<file path="config.mk">
export PLATFORM = sky130hd
export DESIGN_NAME = scvt_fifo
export DESIGN_NICKNAME = d
export VERILOG_FILES = /design/src/hw/rtl/scvt_fifo.sv
export SDC_FILE = /design/constraint.sdc
export NUM_CORES = 1
export LEC_CHECK = 0
export ABC_AREA = 1
export BUFFER_PORTS_ARGS = -buffer_cell sky130_fd_sc_hd__clkbuf_2
export CAP_MARGIN = 30
export CORE_MARGIN = 8
export CORE_UTILIZATION = 35
export CTS_CLUSTER_SIZE = 14
export DETAILED_ROUTE_END_ITERATION = 10
export PLACE_DENSITY = 0.62
export SLEW_MARGIN = 30
export SYNTH_ARGS = -nofsm -noshare
export SYNTH_HDL_FRONTEND = slang
export SYNTH_SLANG_ARGS = --single-unit
</file>
<file path="constraint.sdc">
create_clock -name clk -period 2.71 [get_ports clk]
set_input_delay 0.1355 -clock clk [delete_from_list [all_inputs] [get_ports clk]]
set_output_delay 0.1355 -clock clk [all_outputs]
set_load 0.02 [all_outputs]
</file>
<file path="src/hw/rtl/scvt_fifo.sv">
`timescale 1ns / 1ps
// ----------------------------------------------------------------------------
// scvt_fifo
// Small register queue used between the tracker stages.
// ----------------------------------------------------------------------------
module scvt_fifo #(
    parameter int WIDTH = 8,
    parameter int DEPTH = 2
) (
    input  logic             clk,
    input  logic             rst_n,
    input  logic             push,
    input  logic [WIDTH-1:0] din,
    output logic             full,
    input  logic             pop,
    output logic [WIDTH-1:0] dout,
    output logic             empty
);

    localparam int PTR_W = (DEPTH > 1) ? $clog2(DEPTH) : 1;
    localparam int CNT_W = $clog2(DEPTH + 1);

    logic [WIDTH-1:0] mem_reg [DEPTH];
    logic [PTR_W-1:0] wr_ptr_reg, wr_ptr_next;
    logic [PTR_W-1:0] rd_ptr_reg, rd_ptr_next;
    logic [CNT_W-1:0] count_reg, count_next;
    logic             do_push, do_pop;

    assign full    = (count_reg == CNT_W'(DEPTH));
    assign empty   = (count_reg == '0);
    assign do_push = push && !full;
    assign do_pop  = pop && !empty;
    assign dout    = mem_reg[rd_ptr_reg];

    always_comb
    begin
        wr_ptr_next = wr_ptr_reg;
        rd_ptr_next = rd_ptr_reg;
        count_next  = count_reg;
        if (do_push)
        begin
            wr_ptr_next = (wr_ptr_reg == PTR_W'(DEPTH - 1)) ? '0 : wr_ptr_reg + 1'b1;
        end
        if (do_pop)
        begin
            rd_ptr_next = (rd_ptr_reg == PTR_W'(DEPTH - 1)) ? '0 : rd_ptr_reg + 1'b1;
        end
        if (do_push && !do_pop)
        begin
            count_next = count_reg + 1'b1;
        end
        else if (do_pop && !do_push)
        begin
            count_next = count_reg - 1'b1;
        end
    end

    always_ff @(posedge clk or negedge rst_n)
    begin
        if (!rst_n)
        begin
            wr_ptr_reg <= '0;
            rd_ptr_reg <= '0;
            count_reg  <= '0;
        end
        else
        begin
            wr_ptr_reg <= wr_ptr_next;
            rd_ptr_reg <= rd_ptr_next;
            count_reg  <= count_next;
        end
    end

    always_ff @(posedge clk)
    begin
        if (do_push)
        begin
            mem_reg[wr_ptr_reg] <= din;
        end
    end

endmodule

</file>
==> flow_summary.json <==
{
  "status": "completed",
  "skew_ps": 9.900,
  "max_stage_delay_ps": 510,
  "fp.dieH_um": 64.09,
  "globalRouteOverflowTotal": 0,
  "yosysMostFrequentCell": "nand2_1",
  "cp_top_family": "simple AND/OR/NAND/NOR gates",
  "peakVddDrop_v": 0.0006410,
  "ant_nets": 0,
  "tightest_slew_ps": 625.7,
  "grt_pass1_wl_um": 2573,
  "synth-seq-cells": 20,
  "finalInstanceArea_um2": 980.9,
  "clock-sinks": 20,
  "syn_area_um2": 809.5,
  "fin_crit_sh": 0.5519,
  "drive_above_1_share": 0.2755,
  "dieArea_mm2": 0.004108,
  "track_usage": 0.08108,
  "diodes": 0,
  "grt_pass1_vias": 616,
  "hold_depth": 1,
  "crit_arrival_ps": 1420,
  "hp-start": "din[4]",
  "drt_pass1_iterations": 4,
  "final_nets": 112,
  "portBuffers": 21,
  "insertion_delay_ps": 290,
  "placed_area_um2": 944.7,
  "path_clk_slew_ps": 110,
  "cts-root-buf": "clkbuf_4",
  "synthCells": 73,
  "drt_iter0_drc": 19,
  "critPathRequiredTime_ps": 2640,
  "postSynthAreaPerCell_um2": 11.09,
  "grt_max_degree": 12,
  "cap_violations": 0,
  "dp_hpwl_um": 1161,
  "clockBufferDepth": 2,
  "syn2layout_area_growth_pct": 21.17,
  "synth_top_cell_by_area": "edfxtp_1",
  "synth_warnings": 0,
  "initial_utilization": 0.3695,
  "io_pins": 22,
  "reg2reg_setup_slack_ps": 1210,
  "cts_tree": "done",
  "fin_cells": 126,
  "ff2ff_path_depth": 3,
  "synth.net_count": 86,
  "p_leak_nw": 0.4661,
  "synthTopCellsByArea": "edfxtp_1 (59%), nand2_1 (15%), dfrtp_1 (12%)",
  "crit_chain": "inv_1, o21ai_0, nor2_1",
  "numCtsBuffers": 3,
  "hold_violations": 0,
  "finalSetupTns_ps": 0,
  "die_width_um": 64.09,
  "antenna_found_initial": 0,
  "post_cts_resized": 0,
  "fmax_mhz": 668.6,
  "drt_wl_total_um": 1484,
  "r2r-end": "mem_reg[1][2]",
  "end_kind": "flip-flop",
  "fillers": 215,
  "relSlewSlack": 0.5813,
  "power.density_mw_per_mm2": 1065,
  "htreeDepth": 1,
  "path_buf_inv": 1,
  "worstHoldEndpoint": "mem_reg[0][4]",
  "setup_viol": 0,
  "critical_path_peak_fanout": 8,
  "yosysTopAreaCellShare": 0.5935,
  "dp_cells": 121,
  "hp-class": "in -> reg",
  "drc": 0,
  "ys_async_sr_fraction": 0.2000,
  "gp_congestion": 0.7610,
  "rows": 17,
  "largest_reg_flops": 16,
  "coreArea_mm2": 0.002191,
  "netlist_top_cells_count": "nand2_1 (33), edfxtp_1 (16), inv_1 (7), dfrtp_1 (4)",
  "vias": 547,
  "synth_edf_count": 16,
  "vias_per_cell": 4.341,
  "period_minus_slack_ps": 1496,
  "reg2reg_from": "count_reg[1]",
  "final_util": 0.4477,
  "critPathLaunchType": "flip-flop",
  "rsz0062_at_grt": "no",
  "wl_per_cell_um": 11.78,
  "report.final.slew_viol_count": 0,
  "slowest_stage": "nor2_1",
  "ys_seq_area_frac": 0.7172,
  "synth_cell_types": 14,
  "synth_flop_cell": "edfxtp_1",
  "path_class": "reg -> reg"
}
## cell families after synthesis
kind of cell,after synthesis,synth area share
fa+ha+maj,1,0.01545
buf+inv,9,0.04327
compound gates,2,0.01237
simple gates,40,0.2009
flops,20,0.7172
xor+xnor,1,0.01082
## final cells by class
class	count	area, um2	share of cell area
flip-flops and latches	20	580.6	0.5918
multi-input cells	44	193.9	0.1977
repair buffers	22	115.1	0.1173
well taps	28	35.03	0.03571
inverters	8	30.03	0.03061
clock buffers	4	26.28	0.02679
## through the flow
| step | hold slack (ps) | power (mW) | setup slack, ps |
|---|---|---|---|
| after floorplan | -160.1 | 0.7821 | 1311 |
| after global placement | -48.70 | 0.9079 | 1272 |
| after detailed placement | -47.41 | 0.9226 | 1206 |
| after CTS | 18.88 | 1.062 | 1196 |
| after global routing | 10.41 | 1.137 | 1103 |
| final | 26.22 | 1.044 | 1214 |
## worst max path at each step
stage	slack, ps	startpoint	cells after the start	to
after floorplan	1310	count_reg[0]	7	count_reg[1]
after global placement	1270	count_reg[1]	3	mem_reg[1][7]
after detailed placement	1210	count_reg[1]	3	mem_reg[1][1]
after CTS	1200	count_reg[1]	3	mem_reg[1][2]
after global routing	1100	count_reg[1]	3	mem_reg[1][5]
final	1210	count_reg[1]	3	mem_reg[1][2]
## power breakdown
part	internal [mW]	total (mW)	switching, mW
Sequential	0.427	0.484	0.0575
Combinational	0.136	0.421	0.284
Clock	0.0571	0.139	0.0823
## per-layer routing
layer  track usage  wire length, um
met5             0                0
met1       0.07419              614
met3       0.03833              111
met4       0.04905                0
met2        0.1430              758
## worst reg2reg max path, delay by kind of cell (launching register included)
family,cells,cell delay [ps]
flip-flops,1,410
AO/OA/AOI/OAI,1,110
buffers and inverters,1,110
AND/OR/NAND/NOR,1,510
## timing repair
item                                   in CTS  in global routing
hold buffers                                1                  0
endpoints found under the hold margin       4                  0
buffers inserted                            0                  0
## cell usage in the layout, fill, tap and decap left out, drive strengths merged
cell	netlist	routed
nand2	33	33
nor2	4	4
dfrtp	4	4
clkbuf	0	25
o21ai	2	2
inv	8	8
nand4	1	1
xnor2	1	1
edfxtp	16	16
nand3	1	1
nand3b	1	1
ha	1	1
dlygate4sd3	0	1
Note: power is estimated with default switching activity, not from simulation.
