===== src/hw/rtl/scvt_pkg.sv =====
`timescale 1ns / 1ps
// ----------------------------------------------------------------------------
// scvt_pkg
// Shared types and constants of the cache victim tracker.
// ----------------------------------------------------------------------------
package scvt_pkg;

    localparam int TAG_W     = 32;
    localparam int SET_IDX_W = 12;
    localparam int LIMIT_W   = 7;
    localparam int CFG_IDX_W = 2;
    localparam int CFG_DAT_W = 5;

    localparam logic [CFG_IDX_W-1:0] REG_OFFSET_BITS = 2'd0;
    localparam logic [CFG_IDX_W-1:0] REG_INDEX_BITS  = 2'd1;
    localparam logic [CFG_IDX_W-1:0] REG_WAYS_USED   = 2'd2;
    localparam logic [CFG_IDX_W-1:0] REG_POLICY      = 2'd3;

    localparam logic [1:0] POLICY_FIFO = 2'd0;
    localparam logic [1:0] POLICY_LRU  = 2'd1;

    localparam logic [3:0] RST_OFFSET_BITS = 4'd5;
    localparam logic [3:0] RST_INDEX_BITS  = 4'd6;
    localparam logic [4:0] RST_WAYS_USED   = 5'd4;
    localparam logic [1:0] RST_POLICY      = POLICY_LRU;

    typedef enum logic [1:0] {
        MODE_FIFO,
        MODE_LRU,
        MODE_NONE
    } mode_t;

    typedef struct packed {
        logic [TAG_W-1:0]     tag;
        logic [SET_IDX_W-1:0] set;
        mode_t                mode;
        logic [LIMIT_W-1:0]   limit;
    } cmd_t;

    typedef struct packed {
        logic             victim_valid;
        logic [TAG_W-1:0] victim_tag;
    } res_t;

endpackage


===== src/hw/rtl/scvt_fifo.sv =====
`timescale 1ns / 1ps
// ----------------------------------------------------------------------------
// scvt_fifo
// Small register queue used between the tracker stages.
// ----------------------------------------------------------------------------
module scvt_fifo #(
    parameter int WIDTH = 8,
    parameter int DEPTH = 2
) (
    input  logic             clk,
    input  logic             rst_n,
    input  logic             push,
    input  logic [WIDTH-1:0] din,
    output logic             full,
    input  logic             pop,
    output logic [WIDTH-1:0] dout,
    output logic             empty
);

    localparam int PTR_W = (DEPTH > 1) ? $clog2(DEPTH) : 1;
    localparam int CNT_W = $clog2(DEPTH + 1);

    logic [WIDTH-1:0] mem_reg [DEPTH];
    logic [PTR_W-1:0] wr_ptr_reg, wr_ptr_next;
    logic [PTR_W-1:0] rd_ptr_reg, rd_ptr_next;
    logic [CNT_W-1:0] count_reg, count_next;
    logic             do_push, do_pop;

    assign full    = (count_reg == CNT_W'(DEPTH));
    assign empty   = (count_reg == '0);
    assign do_push = push && !full;
    assign do_pop  = pop && !empty;
    assign dout    = mem_reg[rd_ptr_reg];

    always_comb
    begin
        wr_ptr_next = wr_ptr_reg;
        rd_ptr_next = rd_ptr_reg;
        count_next  = count_reg;
        if (do_push)
        begin
            wr_ptr_next = (wr_ptr_reg == PTR_W'(DEPTH - 1)) ? '0 : wr_ptr_reg + 1'b1;
        end
        if (do_pop)
        begin
            rd_ptr_next = (rd_ptr_reg == PTR_W'(DEPTH - 1)) ? '0 : rd_ptr_reg + 1'b1;
        end
        if (do_push && !do_pop)
        begin
            count_next = count_reg + 1'b1;
        end
        else if (do_pop && !do_push)
        begin
            count_next = count_reg - 1'b1;
        end
    end

    always_ff @(posedge clk or negedge rst_n)
    begin
        if (!rst_n)
        begin
            wr_ptr_reg <= '0;
            rd_ptr_reg <= '0;
            count_reg  <= '0;
        end
        else
        begin
            wr_ptr_reg <= wr_ptr_next;
            rd_ptr_reg <= rd_ptr_next;
            count_reg  <= count_next;
        end
    end

    always_ff @(posedge clk)
    begin
        if (do_push)
        begin
            mem_reg[wr_ptr_reg] <= din;
        end
    end

endmodule


===== src/hw/rtl/scvt_front.sv =====
`timescale 1ns / 1ps
// ----------------------------------------------------------------------------
// scvt_front
// Configuration registers, address split and command queue.
// ----------------------------------------------------------------------------
module scvt_front #(
    parameter int MAX_SETS      = 256,
    parameter int MAX_WAYS      = 16,
    parameter int ADDRESS_WIDTH = 32
) (
    input  logic                          clk,
    input  logic                          rst_n,
    input  logic                          wr_en,
    input  logic [scvt_pkg::CFG_IDX_W-1:0] wr_index,
    input  logic [scvt_pkg::CFG_DAT_W-1:0] wr_data,
    input  logic                          push,
    output logic                          full,
    input  logic [ADDRESS_WIDTH-1:0]      address,
    input  logic                          clearing,
    output logic                          cmd_valid,
    output scvt_pkg::cmd_t                cmd,
    input  logic                          cmd_pop
);
    import scvt_pkg::*;

    localparam int SET_W = (MAX_SETS > 1) ? $clog2(MAX_SETS) : 1;

    logic [3:0] offset_bits_reg;
    logic [3:0] index_bits_reg;
    logic [4:0] ways_used_reg;
    logic [1:0] policy_reg;

    logic [4:0]               shamt;
    logic [ADDRESS_WIDTH-1:0] tag_shift;
    logic [ADDRESS_WIDTH-1:0] set_shift;
    logic [SET_W-1:0]         set_mask;
    logic [SET_W-1:0]         set_idx;
    cmd_t                     new_cmd;
    logic                     q_full;
    logic                     q_empty;
    logic [$bits(cmd_t)-1:0]  q_dout;

    always_ff @(posedge clk or negedge rst_n)
    begin
        if (!rst_n)
        begin
            offset_bits_reg <= RST_OFFSET_BITS;
            index_bits_reg  <= RST_INDEX_BITS;
            ways_used_reg   <= RST_WAYS_USED;
            policy_reg      <= RST_POLICY;
        end
        else if (wr_en)
        begin
            case (wr_index)
                REG_OFFSET_BITS: offset_bits_reg <= wr_data[3:0];
                REG_INDEX_BITS:  index_bits_reg  <= wr_data[3:0];
                REG_WAYS_USED:   ways_used_reg   <= wr_data[4:0];
                REG_POLICY:      policy_reg      <= wr_data[1:0];
                default:         ;
            endcase
        end
    end

    always_comb
    begin
        shamt     = {1'b0, offset_bits_reg} + {1'b0, index_bits_reg};
        tag_shift = address >> shamt;
        set_shift = address >> offset_bits_reg;
        for (int j = 0; j < SET_W; j++)
        begin
            set_mask[j] = (5'(j) < {1'b0, index_bits_reg});
        end
        set_idx = set_shift[SET_W-1:0] & set_mask;
        if (MAX_SETS == 1)
        begin
            set_idx = '0;
        end

        new_cmd.tag = TAG_W'(tag_shift);
        new_cmd.set = SET_IDX_W'(set_idx);
        case (policy_reg)
            POLICY_FIFO: new_cmd.mode = MODE_FIFO;
            POLICY_LRU:  new_cmd.mode = MODE_LRU;
            default:     new_cmd.mode = MODE_NONE;
        endcase
        // zero ways acts as one, clamp to the physical way count
        if (ways_used_reg == '0)
        begin
            new_cmd.limit = LIMIT_W'(1);
        end
        else if (LIMIT_W'(ways_used_reg) > LIMIT_W'(MAX_WAYS))
        begin
            new_cmd.limit = LIMIT_W'(MAX_WAYS);
        end
        else
        begin
            new_cmd.limit = LIMIT_W'(ways_used_reg);
        end
    end

    assign full = q_full || clearing;

    scvt_fifo #(
        .WIDTH ($bits(cmd_t)),
        .DEPTH (2)
    ) u_cmd_q (
        .clk   (clk),
        .rst_n (rst_n),
        .push  (push && !full),
        .din   (new_cmd),
        .full  (q_full),
        .pop   (cmd_pop),
        .dout  (q_dout),
        .empty (q_empty)
    );

    assign cmd_valid = !q_empty;
    assign cmd       = cmd_t'(q_dout);

endmodule


===== config.mk =====
export PLATFORM = sky130hd
export DESIGN_NAME = scvt_front
export DESIGN_NICKNAME = d
export VERILOG_FILES = /design/src/hw/rtl/scvt_pkg.sv /design/src/hw/rtl/scvt_fifo.sv /design/src/hw/rtl/scvt_front.sv
export SDC_FILE = /design/constraint.sdc
export NUM_CORES = 1
export LEC_CHECK = 0
export BUFFER_PORTS_ARGS = -buffer_cell sky130_fd_sc_hd__buf_4
export CAP_MARGIN = 20
export CELL_PAD_IN_SITES_DETAIL_PLACEMENT = 2
export CELL_PAD_IN_SITES_GLOBAL_PLACEMENT = 2
export CORE_MARGIN = 3
export CORE_UTILIZATION = 43
export DETAILED_ROUTE_END_ITERATION = 10
export PLACE_DENSITY = 0.95
export SLEW_MARGIN = 20
export SYNTH_ARGS = -nofsm -noshare
export SYNTH_HDL_FRONTEND = slang
export SYNTH_SLANG_ARGS = --single-unit

===== constraint.sdc =====
create_clock -name clk -period 7.7 [get_ports clk]
set_clock_uncertainty 0.15 [all_clocks]
set_input_delay 2.31 -clock clk [delete_from_list [all_inputs] [get_ports clk]]
set_output_delay 2.31 -clock clk [all_outputs]
set_load 0.02 [all_outputs]

==> impl_metrics.csv <==
group,metric,value,unit
sta,post-route-period-util,69.8,%
synthesis,yosys_warnings,0,
clock_network,post_cts_resized,0,
layout,nets,651,
sta,timing_max_transition_violations_final,0,
floorplan,rows,45,
drt,drt-vias-per-instance,6.28,
layout,multi_input_comb_area,3320,sq um
clock_network,cts-root-buf,"clkbuf_16",
floorplan,core_area,15400,sq um
grt,globalRouteTotalUtil,27.6,%
worst_setup_path,worst-path-max-fanout,3,
sta,slew_headroom,29.5,%
worst_setup_path,slowest_delay,0.20,ns
layout,n_fill_cell,1477,
synthesis,yosys_most_used_dff,"edfxtp_1",
worst_setup_path,timing.critical_path.mode_cell,"buf_4",
clock_network,htree_levels,4,
clock_network,cts_buffers,17,
layout,share_of_layout_cells_above_drive_strength_1,41.6,%
sta,setup_viol,0,
grt,grt.met1_usage,34.2,%
worst_setup_path,crit_path_start,"clearing",
layout,design_area,8210,sq um
power,leakage,0.00310,uW
synthesis,synth_area_leaders,"edfxtp_1, mux2_2, mux4_2, dfrtp_1, mux2i_1",
sta,timing.setup.tns,0,ns
synthesis,synthDominantCellAreaShare,41.1,%
grt,grt_start_max_net_pins,49,
drt,detailroute.via_count,5174,
floorplan,io-pin-count,100,
worst_setup_path,critical_path.cell_chain,"buf_4 > a21oi_1 > inv_1 > buf_4",
floorplan,initial_utilization,44.5,%
drt,drt-initial-drc-count,542,
grt,grt_antenna_before_repair,0,
grt,first_global_vias,5622,
worst_setup_path,worst_ep_required_time,5.24,ns
power,power.ir.vdd_worst,198,uV
clock_network,cts.hold.buffers_added,0,
worst_setup_path,worstSetupStartpointType,"input port",
sta,grt_setup_unrepaired,"no",
layout,layout_common_cells,"buf_4, edfxtp_1, mux2_2",
power,power.density_cell_area,442,nW/um^2
sta,final-hold-violation-count,0,
grt,globalRouteMet2Util,46.9,%
synthesis,synthDominantAreaCellType,"edfxtp_1",
placement,post-dp-hpwl,15500,microns
clock_network,cts.sink_count,113,
status,run_status,"complete, no violations",
synthesis,post_synth_inst_count,524,
worst_setup_path,worst_setup_path_end_kind,"primary output",
clock_network,postCtsSetupBuffers,0,
synthesis,synth_seq_cells,113,
synthesis,netlist-cell-type-count,57,
clock_network,cts.clk_slew.worst_paths,0.05,ns
worst_setup_path,critPathSlowestCell,"a21oi_1",
floorplan,dieWidth,132,microns
grt,grt_overflow_total,0,
layout,area_growth_syn_to_layout,19.6,%
job,cap_viol_max_count,0,
layout,antenna_cells_inserted,0,
sta,layout_min_cycle_time,5.37,ns
layout,sequential_cell_area,3310,sq um
synthesis,synth-edff-count,94,
grt,global_route.peak_usage_layer,"met2",
clock_network,cts_buffer_depth,2,
placement,detailed_place.area,7630,sq um
sta,worstMarginPinSlew,1.06,ns
grt,grt_pass1_wl,36300,microns
worst_setup_path,worstPathArrival,2.91,ns
worst_setup_path,worst_r2r_startpoint,"offset_bits_reg[3]",
grt,use_met3,6.76,%
floorplan,die_y,132,microns
synthesis,syn_area_per_cell,13.1,sq um
sta,timing.fmax,186,MHz
worst_setup_path,critical_path_class,"input port to primary output",
drt,antenna_violating_nets_post_route,0,
placement,gp_congestion,0.847,
drt,drc_errors,0,
synthesis,seq_area_frac_synth,48.2,%
floorplan,dieArea,17500,sq um
layout,largest_register_ff_count,94,
placement,io_buffers,93,
synthesis,mappedNetlistArea,6860,sq um
drt,drt-wirelength-per-cell,29.1,microns
clock_network,clock_latency_at_the_later_pin_of_the_worst_skew_pair,0.42,ns
hold_path,hp-class,"flop to flop",
synthesis,postSynth.asyncResetShare,16.8,%
drt,drt_wl_total,24000,microns
layout,mostFrequentLayoutCell,"buf_4",
drt,drtPass1Iterations,5,
hold_path,hp-start,"policy_reg[1]",
clock_network,tritoncts,"built",
## where the power goes
group          switching (uW)  internal, uW
clock                     282           463
sequential                131           897
combinational            1140           716
total                    1550          2080
## cell usage after synthesis (all sizes together) (13+ instances only)
| master | count |
|---|---|
| edfxtp | 94 |
| mux2 | 78 |
| nand2 | 39 |
| mux4 | 37 |
| nor2 | 35 |
| buf | 27 |
| mux2i | 26 |
| a21oi | 23 |
| clkbuf | 18 |
| o21ai | 15 |
| a211oi | 13 |
| dfrtp | 13 |
| nand3 | 13 |
## stage by stage
stage | worst slack [ns] | hold WS (ns) | power, uW | util (%) | instances
after detailed placement | 2.38 | 0.361 | 2770 | 49.4 | 792
after CTS | 2.33 | 0.380 | 3600 | 53.0 | 824
after global routing | 2.27 | 0.406 | 3770 | 53.2 | 824
after global placement | 2.44 | 0.326 | 2600 | 49.4 | 792
final | 2.33 | 0.396 | 3630 | 53.2 | 824
after floorplan | 2.52 | 0.305 | 2200 | - | 529
## worst max-delay path, delay by kind of cell
family | cells | cell delay [ns]
buffers and inverters | 3 | 0.40
AOI/OAI and AO/OA | 1 | 0.20
## path summary, 6_finish.rpt
path	cells after the start	endpoint	slack [ns]
max in group asynchronous	1	offset_bits_reg[2]	5.50
worst max-delay path	4	full	2.33
worst min register to register	0	u_cmd_q.mem_reg[1][6]	0.40
min in group asynchronous	1	u_cmd_q.wr_ptr_reg	1.62
worst min-delay path	0	u_cmd_q.mem_reg[1][6]	0.40
worst max register to register	6	u_cmd_q.mem_reg[0][21]	3.60
## layout make-up
cell class	count	area share, %
sequential	113	40.3
multi-input combinational	361	40.4
clock inverter	5	0.320
inverter	10	0.457
tap	211	3.22
clock buffer	27	6.39
timing repair buffer	97	8.87
## layer usage
layer	part of all wire, %	up-vias
met1	40	2687
met4	2.9	0
met3	5.8	49
li1	-	2181
met2	51	257
met5	0	-
## cell families (layout without fill, tap and decap cells)
logic type                 count (synthesis)  in the layout  share of synthesized area (%)
buffers and inverters                     55            139                           4.43
muxes                                    141            141                           28.8
DFF                                      113            113                           48.2
AOI/OAI and AO/OA                         88             88                           8.77
xor gates and xnor gates                   7              7                           1.00
adders and majority gates                  6              6                           1.20
other                                      1              6                         0.0546
and+or+nand+nor                          113            113                           7.53
No activity file was read; power rests on OpenSTA's default activity.
